### src/hdl/bcd_cc_pkg.sv
// ----------------------------------------------------------------------------
// bcd_cc_pkg
// Types, codes and helpers shared by the BCD calendar clock files.
// ----------------------------------------------------------------------------
`default_nettype none

package bcd_cc_pkg;

    // operation codes
    localparam logic OP_TICK = 1'b0;
    localparam logic OP_LOAD = 1'b1;

    // month numbers with a short length
    localparam logic [4:0] MONTH_FEB = 5'd2;
    localparam logic [4:0] MONTH_APR = 5'd4;
    localparam logic [4:0] MONTH_JUN = 5'd6;
    localparam logic [4:0] MONTH_SEP = 5'd9;
    localparam logic [4:0] MONTH_NOV = 5'd11;

    localparam logic [4:0] DAYS_LONG  = 5'd31;
    localparam logic [4:0] DAYS_SHORT = 5'd30;
    localparam logic [4:0] DAYS_FEB   = 5'd28;
    localparam logic [4:0] DAY_LEAP   = 5'd29;

    // reciprocal of ten: (v * 205) >> 11 is exact for v below 1024
    localparam logic [14:0] RECIP_TEN   = 15'd205;
    localparam int          RECIP_SHIFT = 11;

    // one input item
    typedef struct packed {
        logic       operation;
        logic [4:0] new_hour;
        logic [5:0] new_minute;
        logic [4:0] new_day;
        logic [3:0] new_month;
        logic [6:0] new_year;
    } t_in_item;

    // ten digits of time and date, also the result item
    typedef struct packed {
        logic [1:0] hour_tens;
        logic [3:0] hour_units;
        logic [2:0] minute_tens;
        logic [3:0] minute_units;
        logic [1:0] day_tens;
        logic [3:0] day_units;
        logic       month_tens;
        logic [3:0] month_units;
        logic [3:0] year_tens;
        logic [3:0] year_units;
    } t_digits;

    typedef struct packed {
        logic [3:0] tens;
        logic [3:0] units;
    } t_split;

    // binary value up to 127 into tens and units
    function automatic t_split split_ten(input logic [6:0] value);
        logic [14:0] prod;
        logic [3:0]  quot;
        logic [6:0]  rem;
        t_split      res;
        prod      = 15'(value) * RECIP_TEN;
        quot      = prod[RECIP_SHIFT +: 4];
        rem       = value - (7'(quot) * 7'd10);
        res.tens  = quot;
        res.units = rem[3:0];
        return res;
    endfunction

    // days in a month, unknown month numbers count as long months
    function automatic logic [4:0] month_len_of(input logic [4:0] month);
        logic [4:0] len;
        case (month)
            MONTH_FEB: len = DAYS_FEB;
            MONTH_APR: len = DAYS_SHORT;
            MONTH_JUN: len = DAYS_SHORT;
            MONTH_SEP: len = DAYS_SHORT;
            MONTH_NOV: len = DAYS_SHORT;
            default:   len = DAYS_LONG;
        endcase
        return len;
    endfunction

endpackage

`default_nettype wire

### src/hdl/bcd_cc_if.sv
// ----------------------------------------------------------------------------
// bcd_cc_if
// Valid/ready channels for input items and result items.
// ----------------------------------------------------------------------------
`default_nettype none

interface bcd_cc_in_if;
    import bcd_cc_pkg::*;

    logic     valid;
    logic     ready;
    t_in_item payload;

    modport source (output valid, output payload, input ready);
    modport sink   (input valid, input payload, output ready);
endinterface

interface bcd_cc_out_if;
    import bcd_cc_pkg::*;

    logic    valid;
    logic    ready;
    t_digits payload;

    modport source (output valid, output payload, input ready);
    modport sink   (input valid, input payload, output ready);
endinterface

`default_nettype wire

### src/hdl/bcd_calendar_clock_core.sv
// A transfer accepted at the input goes to the input register, then to the result
// register, which presents its result on o_out.
// Throughput: one item per cycle; the combinational carry chain in bcd_cc_next
// sets the pace, and the result register keeps taking items while not stalled.
// Reset (synchronous, active low) sets 00:00 on 01.01.00 and empties both stages.
// ----------------------------------------------------------------------------
// bcd_calendar_clock_core
// BCD time and date keeper: minute ticks and loads, one result per transfer.
// ----------------------------------------------------------------------------
`default_nettype none

module bcd_calendar_clock_core (
    input  wire        i_clk,
    input  wire        i_rst_n,
    bcd_cc_in_if.sink    i_in,
    bcd_cc_out_if.source o_out
);
    import bcd_cc_pkg::*;

    localparam t_digits RESET_DIGITS = '{
        hour_tens:    2'd0,
        hour_units:   4'd0,
        minute_tens:  3'd0,
        minute_units: 4'd0,
        day_tens:     2'd0,
        day_units:    4'd1,
        month_tens:   1'b0,
        month_units:  4'd1,
        year_tens:    4'd0,
        year_units:   4'd0
    };

    t_in_item r_in;
    logic     r_in_valid;
    t_digits  r_state;
    t_digits  n_state;
    t_digits  r_out;
    logic     r_out_valid;
    logic     advance;

    // item moves from input register to result register
    assign advance     = r_in_valid && (!r_out_valid || o_out.ready);
    assign i_in.ready  = !r_in_valid || advance;
    assign o_out.valid = r_out_valid;
    assign o_out.payload = r_out;

    // next digits
    bcd_cc_next u_next (
        .i_state (r_state),
        .i_item  (r_in),
        .o_state (n_state)
    );

    // input register
    always_ff @(posedge i_clk) begin
        if (!i_rst_n) begin
            r_in_valid <= 1'b0;
        end else if (i_in.valid && i_in.ready) begin
            r_in_valid <= 1'b1;
        end else if (advance) begin
            r_in_valid <= 1'b0;
        end
        if (i_in.valid && i_in.ready) begin
            r_in <= i_in.payload;
        end
    end

    // digit state and result register
    always_ff @(posedge i_clk) begin
        if (!i_rst_n) begin
            r_state     <= RESET_DIGITS;
            r_out_valid <= 1'b0;
        end else if (advance) begin
            r_state     <= n_state;
            r_out_valid <= 1'b1;
        end else if (o_out.ready) begin
            r_out_valid <= 1'b0;
        end
        if (advance) begin
            r_out <= n_state;
        end
    end

    // result register carries the state just written
    a_out_matches_state: assert property (@(posedge i_clk) disable iff (!i_rst_n)
        advance |=> (r_out_valid && (r_out == r_state)))
        else $error("result register differs from digit state");

    // units digits never leave the decimal range
    a_units_decimal: assert property (@(posedge i_clk) disable iff (!i_rst_n)
        (r_state.minute_units <= 4'd9) && (r_state.hour_units <= 4'd9)
        && (r_state.day_units <= 4'd9) && (r_state.month_units <= 4'd9)
        && (r_state.year_units <= 4'd9))
        else $error("units digit above nine");

    // a tick without a minute carry only bumps the minute units
    a_tick_no_carry: assert property (@(posedge i_clk) disable iff (!i_rst_n)
        (advance && (r_in.operation == OP_TICK) && (r_state.minute_units != 4'd9))
        |=> ((r_state.minute_units == 4'($past(r_state.minute_units) + 4'd1))
             && (r_state.hour_units == $past(r_state.hour_units))
             && (r_state.day_units == $past(r_state.day_units))))
        else $error("tick without carry changed more than minute units");

    // state only changes when an item passes through
    a_state_hold: assert property (@(posedge i_clk) disable iff (!i_rst_n)
        !advance |=> $stable(r_state))
        else $error("digit state changed without an item");

endmodule

`default_nettype wire

### src/hdl/bcd_cc_next.sv
// ----------------------------------------------------------------------------
// bcd_cc_next
// Next digits for one item: load split into digits, or one-minute carry chain.
// ----------------------------------------------------------------------------
`default_nettype none

module bcd_cc_next (
    input  wire bcd_cc_pkg::t_digits  i_state,
    input  wire bcd_cc_pkg::t_in_item i_item,
    output bcd_cc_pkg::t_digits       o_state
);
    import bcd_cc_pkg::*;

    // load values split into digits
    t_split hour_sp;
    t_split minute_sp;
    t_split day_sp;
    t_split month_sp;
    t_split year_sp;

    assign hour_sp   = split_ten(7'(i_item.new_hour));
    assign minute_sp = split_ten(7'(i_item.new_minute));
    assign day_sp    = split_ten(7'(i_item.new_day));
    assign month_sp  = split_ten(7'(i_item.new_month));
    assign year_sp   = split_ten(i_item.new_year);

    // minute stage
    logic [4:0] min_u1;
    logic       min_wrap;
    logic [3:0] min_t1;
    logic       hr_carry;

    assign min_u1   = {1'b0, i_state.minute_units} + 5'd1;
    assign min_wrap = (min_u1 >= 5'd10);
    assign min_t1   = {1'b0, i_state.minute_tens} + 4'd1;
    assign hr_carry = min_wrap && (min_t1 >= 4'd6);

    // hour stage
    logic [4:0] hr_u1;
    logic       hr_wrap;
    logic [3:0] hr_u_new;
    logic [2:0] hr_t_new;
    logic [5:0] hr_val;
    logic       day_carry;

    assign hr_u1     = {1'b0, i_state.hour_units} + 5'd1;
    assign hr_wrap   = (hr_u1 >= 5'd10);
    assign hr_u_new  = hr_wrap ? 4'(hr_u1 - 5'd10) : hr_u1[3:0];
    assign hr_t_new  = {1'b0, i_state.hour_tens} + {2'b00, hr_wrap};
    assign hr_val    = (6'(hr_t_new) * 6'd10) + 6'(hr_u_new);
    assign day_carry = hr_carry && (hr_val >= 6'd24);

    // day stage, with leap day in february of years divisible by four
    logic [4:0] day_u1;
    logic       day_wrap;
    logic [3:0] day_u_new;
    logic [2:0] day_t_new;
    logic [5:0] day_val;
    logic [4:0] mon_cur;
    logic [4:0] mon_len;
    logic [3:0] yr_mod;
    logic       leap_keep;
    logic       mon_carry;

    assign day_u1    = {1'b0, i_state.day_units} + 5'd1;
    assign day_wrap  = (day_u1 >= 5'd10);
    assign day_u_new = day_wrap ? 4'(day_u1 - 5'd10) : day_u1[3:0];
    assign day_t_new = {1'b0, i_state.day_tens} + {2'b00, day_wrap};
    assign day_val   = (6'(day_t_new) * 6'd10) + 6'(day_u_new);
    assign mon_cur   = (5'(i_state.month_tens) * 5'd10) + 5'(i_state.month_units);
    assign mon_len   = month_len_of(mon_cur);
    // ten is two modulo four
    assign yr_mod    = {i_state.year_tens[2:0], 1'b0} + i_state.year_units;
    assign leap_keep = (mon_cur == MONTH_FEB) && (yr_mod[1:0] == 2'b00)
                       && (day_val == 6'(DAY_LEAP));
    assign mon_carry = day_carry && (day_val > 6'(mon_len)) && !leap_keep;

    // month stage
    logic [4:0] mon_u1;
    logic       mon_wrap;
    logic [3:0] mon_u_new;
    logic [1:0] mon_t_new;
    logic [4:0] mon_val;
    logic       yr_carry;

    assign mon_u1    = {1'b0, i_state.month_units} + 5'd1;
    assign mon_wrap  = (mon_u1 >= 5'd10);
    assign mon_u_new = mon_wrap ? 4'(mon_u1 - 5'd10) : mon_u1[3:0];
    assign mon_t_new = {1'b0, i_state.month_tens} + {1'b0, mon_wrap};
    assign mon_val   = (5'(mon_t_new) * 5'd10) + 5'(mon_u_new);
    assign yr_carry  = mon_carry && (mon_val >= 5'd13);

    // year stage
    logic [4:0] yr_u1;
    logic       yr_wrap;
    logic [4:0] yr_t1;

    assign yr_u1   = {1'b0, i_state.year_units} + 5'd1;
    assign yr_wrap = (yr_u1 >= 5'd10);
    assign yr_t1   = {1'b0, i_state.year_tens} + 5'd1;

    // select the new digits
    always_comb begin
        o_state = i_state;
        if (i_item.operation == OP_LOAD) begin
            o_state.hour_tens    = hour_sp.tens[1:0];
            o_state.hour_units   = hour_sp.units;
            o_state.minute_tens  = minute_sp.tens[2:0];
            o_state.minute_units = minute_sp.units;
            o_state.day_tens     = day_sp.tens[1:0];
            o_state.day_units    = day_sp.units;
            o_state.month_tens   = month_sp.tens[0];
            o_state.month_units  = month_sp.units;
            o_state.year_tens    = year_sp.tens;
            o_state.year_units   = year_sp.units;
        end else begin
            if (min_wrap) begin
                o_state.minute_units = 4'(min_u1 - 5'd10);
                o_state.minute_tens  = hr_carry ? 3'd0 : min_t1[2:0];
            end else begin
                o_state.minute_units = min_u1[3:0];
            end
            if (hr_carry) begin
                o_state.hour_tens  = day_carry ? 2'd0 : hr_t_new[1:0];
                o_state.hour_units = day_carry ? 4'd0 : hr_u_new;
            end
            if (day_carry) begin
                o_state.day_tens  = mon_carry ? 2'd0 : day_t_new[1:0];
                o_state.day_units = mon_carry ? 4'd1 : day_u_new;
            end
            if (mon_carry) begin
                o_state.month_tens  = yr_carry ? 1'b0 : mon_t_new[0];
                o_state.month_units = yr_carry ? 4'd1 : mon_u_new;
            end
            if (yr_carry) begin
                o_state.year_units = yr_wrap ? 4'(yr_u1 - 5'd10) : yr_u1[3:0];
                if (yr_wrap) begin
                    o_state.year_tens = (yr_t1 >= 5'd10) ? 4'd0 : yr_t1[3:0];
                end
            end
        end
    end

endmodule

`default_nettype wire
### src/flat_wrapper.sv
// flat-port wrapper written by rule: the top's interface ports become plain ports
module bcd_calendar_clock_core_flat import bcd_cc_pkg::*;
  (i_clk, i_rst_n, i_in_valid, i_in_payload, i_in_ready, o_out_valid, o_out_payload, o_out_ready);
  bcd_cc_in_if i_in_i ();
  bcd_cc_out_if o_out_i ();
  input  wire i_clk;
  input  wire i_rst_n;
  input wire logic [$bits(i_in_i.valid)-1:0] i_in_valid;
  input wire logic [$bits(i_in_i.payload)-1:0] i_in_payload;
  output wire logic [$bits(i_in_i.ready)-1:0] i_in_ready;
  output wire logic [$bits(o_out_i.valid)-1:0] o_out_valid;
  output wire logic [$bits(o_out_i.payload)-1:0] o_out_payload;
  input wire logic [$bits(o_out_i.ready)-1:0] o_out_ready;
  assign i_in_i.valid = i_in_valid;
  assign i_in_i.payload = i_in_payload;
  assign i_in_ready = i_in_i.ready;
  assign o_out_valid = o_out_i.valid;
  assign o_out_payload = o_out_i.payload;
  assign o_out_i.ready = o_out_ready;
  bcd_calendar_clock_core u_core (.i_clk(i_clk), .i_rst_n(i_rst_n), .i_in(i_in_i), .o_out(o_out_i));
endmodule
### config.mk
export PLATFORM = sky130hd
export DESIGN_NAME = bcd_calendar_clock_core_flat
export DESIGN_NICKNAME = d
export VERILOG_FILES = /design/src/hdl/bcd_cc_pkg.sv /design/src/hdl/bcd_cc_if.sv /design/src/hdl/bcd_calendar_clock_core.sv /design/src/hdl/bcd_cc_next.sv /design/src/flat_wrapper.sv
export SDC_FILE = /design/constraint.sdc
export NUM_CORES = 1
export LEC_CHECK = 0
export ABC_AREA = 1
export BUFFER_PORTS_ARGS = -buffer_cell sky130_fd_sc_hd__buf_2
export CORE_MARGIN = 5
export CORE_UTILIZATION = 56
export DETAILED_ROUTE_END_ITERATION = 6
export GPL_TIMING_DRIVEN = 0
export PLACE_DENSITY_LB_ADDON = 0.1
export SYNTH_ARGS = -nofsm -noshare
export SYNTH_HDL_FRONTEND = slang
export SYNTH_SLANG_ARGS = --single-unit
### constraint.sdc
create_clock -name i_clk -period 4.43 [get_ports i_clk]
set_clock_uncertainty 0.15 [all_clocks]
set_input_delay 0.443 -clock i_clk [delete_from_list [all_inputs] [get_ports i_clk]]
set_output_delay 0.443 -clock i_clk [all_outputs]
set_load 0.02 [all_outputs]
## After elaboration in Yosys (flattened, before gate mapping)

Cells that the tools add are included.
W data, S select, Z words.

| operators by class | value |
|---|---|
| muxes and demuxes | 25 |
| reduce and logical (&&, ||, !) cells | 18 |
| multipliers | 14 |
| magnitude comparators | 10 |
| equality and inequality tests | 6 |
| $add $sub $neg | 25 |

Operators with widths:

| cell | number |
|---|---|
| $mux W4 | 10 |
| $ge A5 B4 Y1 const B | 7 |
| $mux W32 | 1 |
| $add A4 B1 Y5 const B | 6 |
| $mul A5 B8 Y13 const B | 2 |
| $sub A4 B4 Y4 | 5 |
| $sub A4 B4 Y4 const B | 5 |
| $mul A7 B8 Y15 const B | 1 |
| $mul A6 B8 Y14 const B | 1 |
| $add A6 B4 Y6 | 2 |
| $mul A4 B8 Y12 const B | 1 |
| $mux W6 | 2 |
| $add A5 B4 Y5 | 2 |
| $eq A5 B3 Y1 const B | 2 |
| $eq A5 B4 Y1 const B | 2 |
| $mul A3 B3 Y5 const B | 2 |
| $logic_and A1 B1 Y1 | 9 |
| $mux W8 | 1 |
| $add A2 B1 Y3 | 2 |
| $eq A6 B5 Y1 const B | 1 |
| $ge A6 B5 Y1 const B | 1 |
| $gt A6 B5 Y1 | 1 |
| $mul A2 B3 Y3 const B | 2 |
| $mux W3 | 2 |
| 19 further kinds | 28 |

| word-level totals | value |
|---|---|
| input port bits | 32 |
| register bits after elaboration | 94 |
| output and inout bits | 34 |
| logic and storage cells | 126 |

## Longest topological paths before layout

| logic depth | value |
|---|---|
| depth after elaboration | 13 |
| gate-level depth with buffers | 28 |

## Modules after synthesis

A second synthesis with hierarchy kept.

| second synthesis, totals | value |
|---|---|
| cell total of the unflattened synthesis | 1022 |
| area total of the unflattened synthesis | 8643.3 um^2 |

By module, submodules not included:

| module | times used | seq. area each (um^2) | cells an instance | area an instance (um^2) |
|---|---|---|---|---|
| bcd_cc_next | 1 | 0.0 | 744 | 5277.6 |
| bcd_calendar_clock_core | 1 | 2482.4 | 278 | 3365.7 |

## Worst setup path before layout

Ideal clock, no wire load.

| path | value |
|---|---|
| kind | flip-flop to flip-flop |
| start point | register u_core.r_in[4] in the netlist's numbering |
| end point | register u_core.r_out, in the netlist u_core.o_out.payload[3], data pin |
| library setup time | 0.252 ns |
| clock period less this slack | 4.600 ns |
| cell stages (with the launch flop) | 27 |
| arrival time | 4.198 ns |
| path buffers | 0 |
| setup slack | -0.170 ns |
| cell sequence | edfxtp_1 > ha_1 > ha_1 > inv_1 > fa_1 > inv_1 > fa_1 > ha_1 > nand2_1 > inv_1 > a21oi_1 > o21a_1 > o21ai_0 > or2_2 > nand2_1 > inv_1 > ha_1 > inv_1 > fa_1 > xnor2_1 > inv_1 > nand2_1 > nand2_1 > nand2_1 > nand3_1 > nand2_1 > inv_1 |

RTL lines:

| element | line | source |
|---|---|---|
| start: declaration | bcd_calendar_clock_core.sv:33 | `t_in_item r_in;` |
| start signal: assignment | bcd_calendar_clock_core.sv:64 | `r_in <= i_in.payload;` |
| end signal: assignment | bcd_calendar_clock_core.sv:80 | `r_out <= n_state;` |
| end: declaration | bcd_calendar_clock_core.sv:37 | `t_digits r_out;` |

==> qor.yml <==
cp_num_cells: 24
synth_edf_count: 60
status: "finished with violations"
worstPathArrival_ns: 4.69
slew_violations: 0
drive_above_1_share_pct: 18.8
core_sq_um: 14600
drc: 0
critical_path.most_common_cell: "inv_2"
final.setup.tns_ns: -0.649
dp_cells: 1224
crit_required_ns: 4.40
cap_viol_max_count: 0
tightest_slew_ns: 1.13
crit_buf_inv: 6
r2r-end: "u_core.o_out.payload[3]$_DFFE_PP_"
pre_cts_ws_ns: -0.346
clkLatencyLatePin_ns: 0.36
netlist_instances: 975
setup_slack_ns: -0.296
clk_pin_slew_ns: 0.07
min_delay_path_depth: 1
fp-row-count: 44
cts_buffers: 9
worstSetupPathType: "reg2reg"
clock-sinks: 94
dp_hpwl_um: 14000
power_mw: 3.11
die_w_um: 133
grt_pass1_vias: 6530
cpPeakStageDelay_ns: 0.51
rsz0062_at_grt: "yes"
synth_cell_types: 50
grt_max_degree: 42
cts_tree: "yes"
synth.net_count: 1193
violations: "negative setup slack"
power.density_nw_per_um2: 322
fp.dieH_um: 133
htreeDepth: 3
clock_path_buffers: 2
synthAdderAreaFrac_pct: 29.9
ys.warnings.count: 0
floorplan.initialDensity_pct: 57.7
yosys.area_share.simple_pct: 17.3
clock-root-buffer: "clkbuf_16"
crit_path_top_delay_cell: "fa_1"
grt_overflow: 0
ys_ff_latch: 94
setup_violations: 4
cellLeakagePower_nw: 5.00
area_growth_pct: 14.4
synth_seq_area_share_pct: 29.4
post-route-min-period_ns: 4.73
fmax_ghz: 0.212
post-route-period-util_pct: 107
hp-start: "i_in_payload[20]"
antenna_found_initial: 0
place_area_sq_um: 9030
finalWirelength_um: 18600
end_kind: "flop"
syn-cell-area_sq_um: 8450
timing.rr.start: "u_core.r_in[4]$_DFFE_PP_"
place.gp.congestion: 0.922
slew_headroom_pct: 24.5
peakVddDrop_mv: 0.227
wl_per_cell_um: 14.8
synth_top_family_by_area: "adder cells"
min_path_type: "in2reg"
portBuffers: 65
synth_xor_area_share_pct: 3.82
start_kind: "flop"
synthFlopType: "edfxtp_1"
num_vias: 6739
hold_end: "u_core.r_in[20]$_DFFE_PP_"
viasPerCell: 5.36
ys_async_sr_fraction_pct: 0
grt_pass1_wl_um: 30700
fin_cells: 1257
hold_viol_final: 0
postSynthAreaPerCell_sq_um: 8.66
antennaDiodeCount: 0
ff2ff_path_depth: 24
dieArea_sq_um: 17600
critPathMaxFanout: 3
firstDrtPassIters: 5
fin_area_sq_um: 9660
nNetsFinal: 1286
postRouteAntennaNets: 0
track_usage_pct: 21.4
cp_top_family: "adder cells"
rrSetupSlack_ns: -0.30
crit_chain: "ha_4, ha_4, inv_2, fa_1, inv_2, fa_1, ha_1, nand2_1, inv_1, a21oi_1, o21a_1, o21ai_2, or2_4, nand2_4, inv_2, ha_4, inv_2, fa_2, xnor2_2, nand3_1, nand3_1, nand3_2, nand2_2, inv_1"
io_pins: 66
first_iter_violations: 367
synth_compound_area_share_pct: 10.2
synthMuxAreaShare_pct: 0.119
## worst max-delay path by stage
stage	to	startpoint	slack, ns
after floorplan	u_core.o_out.payload[2]$_DFFE_PP_	u_core.r_in[4]$_DFFE_PP_	0.009
after global placement	u_core.o_out.payload[3]$_DFFE_PP_	u_core.r_in[3]$_DFFE_PP_	-0.28
after detailed placement	u_core.o_out.payload[3]$_DFFE_PP_	u_core.r_in[3]$_DFFE_PP_	-0.35
after CTS	u_core.o_out.payload[3]$_DFFE_PP_	u_core.r_in[4]$_DFFE_PP_	-0.26
after global routing	u_core.o_out.payload[3]$_DFFE_PP_	u_core.r_in[4]$_DFFE_PP_	-0.53
final	u_core.o_out.payload[3]$_DFFE_PP_	u_core.r_in[4]$_DFFE_PP_	-0.30
## logic make-up (layout without fill, tap and decap cells)
logic type               after synthesis  count (layout)
AND/OR/NAND/NOR                      308             308
buffers and inverters                203             301
adder cells (fa/ha/maj)              186             186
AO/OA/AOI/OAI                        147             147
flip-flops                            94              94
XOR/XNOR                              36              36
multiplexers                           1               1
## routing by layer
layer  vias to the layer above  part of all wire, %  global-route usage, %
met4                         0                  1.6                   6.00
met5                         -                    0                      0
met1                      3136                   45                   28.2
met3                        27                  5.5                   4.48
met2                       148                   48                   35.8
li1                       3428                    -                      -
## power by group
| part | switching [mW] | internal [mW] |
|---|---|---|
| Combinational | 0.762 | 0.539 |
| Sequential | 0.0598 | 1.02 |
| Clock | 0.340 | 0.393 |
| Total | 1.16 | 1.95 |
## Yosys cell counts (6+ instances only)
cell / n / share of area [%]
inv_1: 178 / 7.9
nand2_1: 163 / 7.2
ha_1: 160 / 24
edfxtp_1: 60 / 21
nand3_1: 59 / 3.5
a21oi_1: 52 / 3.1
o21ai_0: 44 / 2.6
dfxtp_1: 34 / 8.1
nor2_1: 27 / 1.2
fa_1: 26 / 6.2
xor2_1: 22 / 2.3
nand4_1: 17 / 1.3
or2_2: 14 / 1.0
o211ai_1: 13 / 1.2
xnor2_1: 13 / 1.3
clkbuf_1: 11 / 0.49
nand2_2: 10 / 0.74
o21ai_1: 10 / 0.59
o21a_1: 6 / 0.53
## repair_timing
item,4_1_cts,5_1_grt
setup buffers,10,7
hold buffers,0,0
pin swaps,7,25
gates cloned,0,0
gates resized for setup,10,38
endpoints found under the setup margin,7,22
## final cells by class
cell class                 count  area, sq um
buffer                        18         95.1
clock buffer                  10          239
clock inverter                 6         36.3
fill                        1210         4980
inverter                     185          694
multi-input combinational    678         5430
sequential                    94         2480
tap                          184          230
timing repair buffer          82          453
## sequential cells by signal, indices dropped and copies added (netlist names)
register	count
u_core.o_out.valid	1
u_core.r_in_valid	1
u_core.r_state	32
u_core.o_out.payload	32
u_core.r_in	28
## cells in the final DEF, fill, tap and decap left out, drive strengths merged
master	count
and2	1
nor2	29
nor4	1
xor2	22
o211ai	13
a211oi	1
a31oi	1
o21ai	55
a21boi	1
nand3	63
nand2	176
clkbuf	21
clkinv	6
buf	89
clkinvlp	1
a21o	2
nor3	2
o31ai	3
edfxtp	60
o21a	6
mux2i	1
a22oi	1
nand3b	2
a21oi	58
nand4	20
a41oi	1
xnor2	14
ha	160
o2111ai	2
fa	26
o22ai	1
dfxtp	34
inv	184
a31o	1
a22o	1
or2	14
## through the flow
step	hold WS, ns	utilization [%]
3_5_place_dp	0.361	61.6
3_3_place_gp	0.352	61.6
6_report	0.113	66.0
2_1_floorplan	0.360	-
5_1_grt	0.100	66.0
4_1_cts	0.104	64.3
## worst register-to-register path, delay by kind of cell, from the launching register on
family          cells  cell delay, ns
buf+inv             6            0.26
fa+ha+maj           7            2.26
compound gates      3            0.43
xor+xnor            1            0.19
simple gates        7            0.70
flops               1            0.49
(Power assumes the default switching activity.)
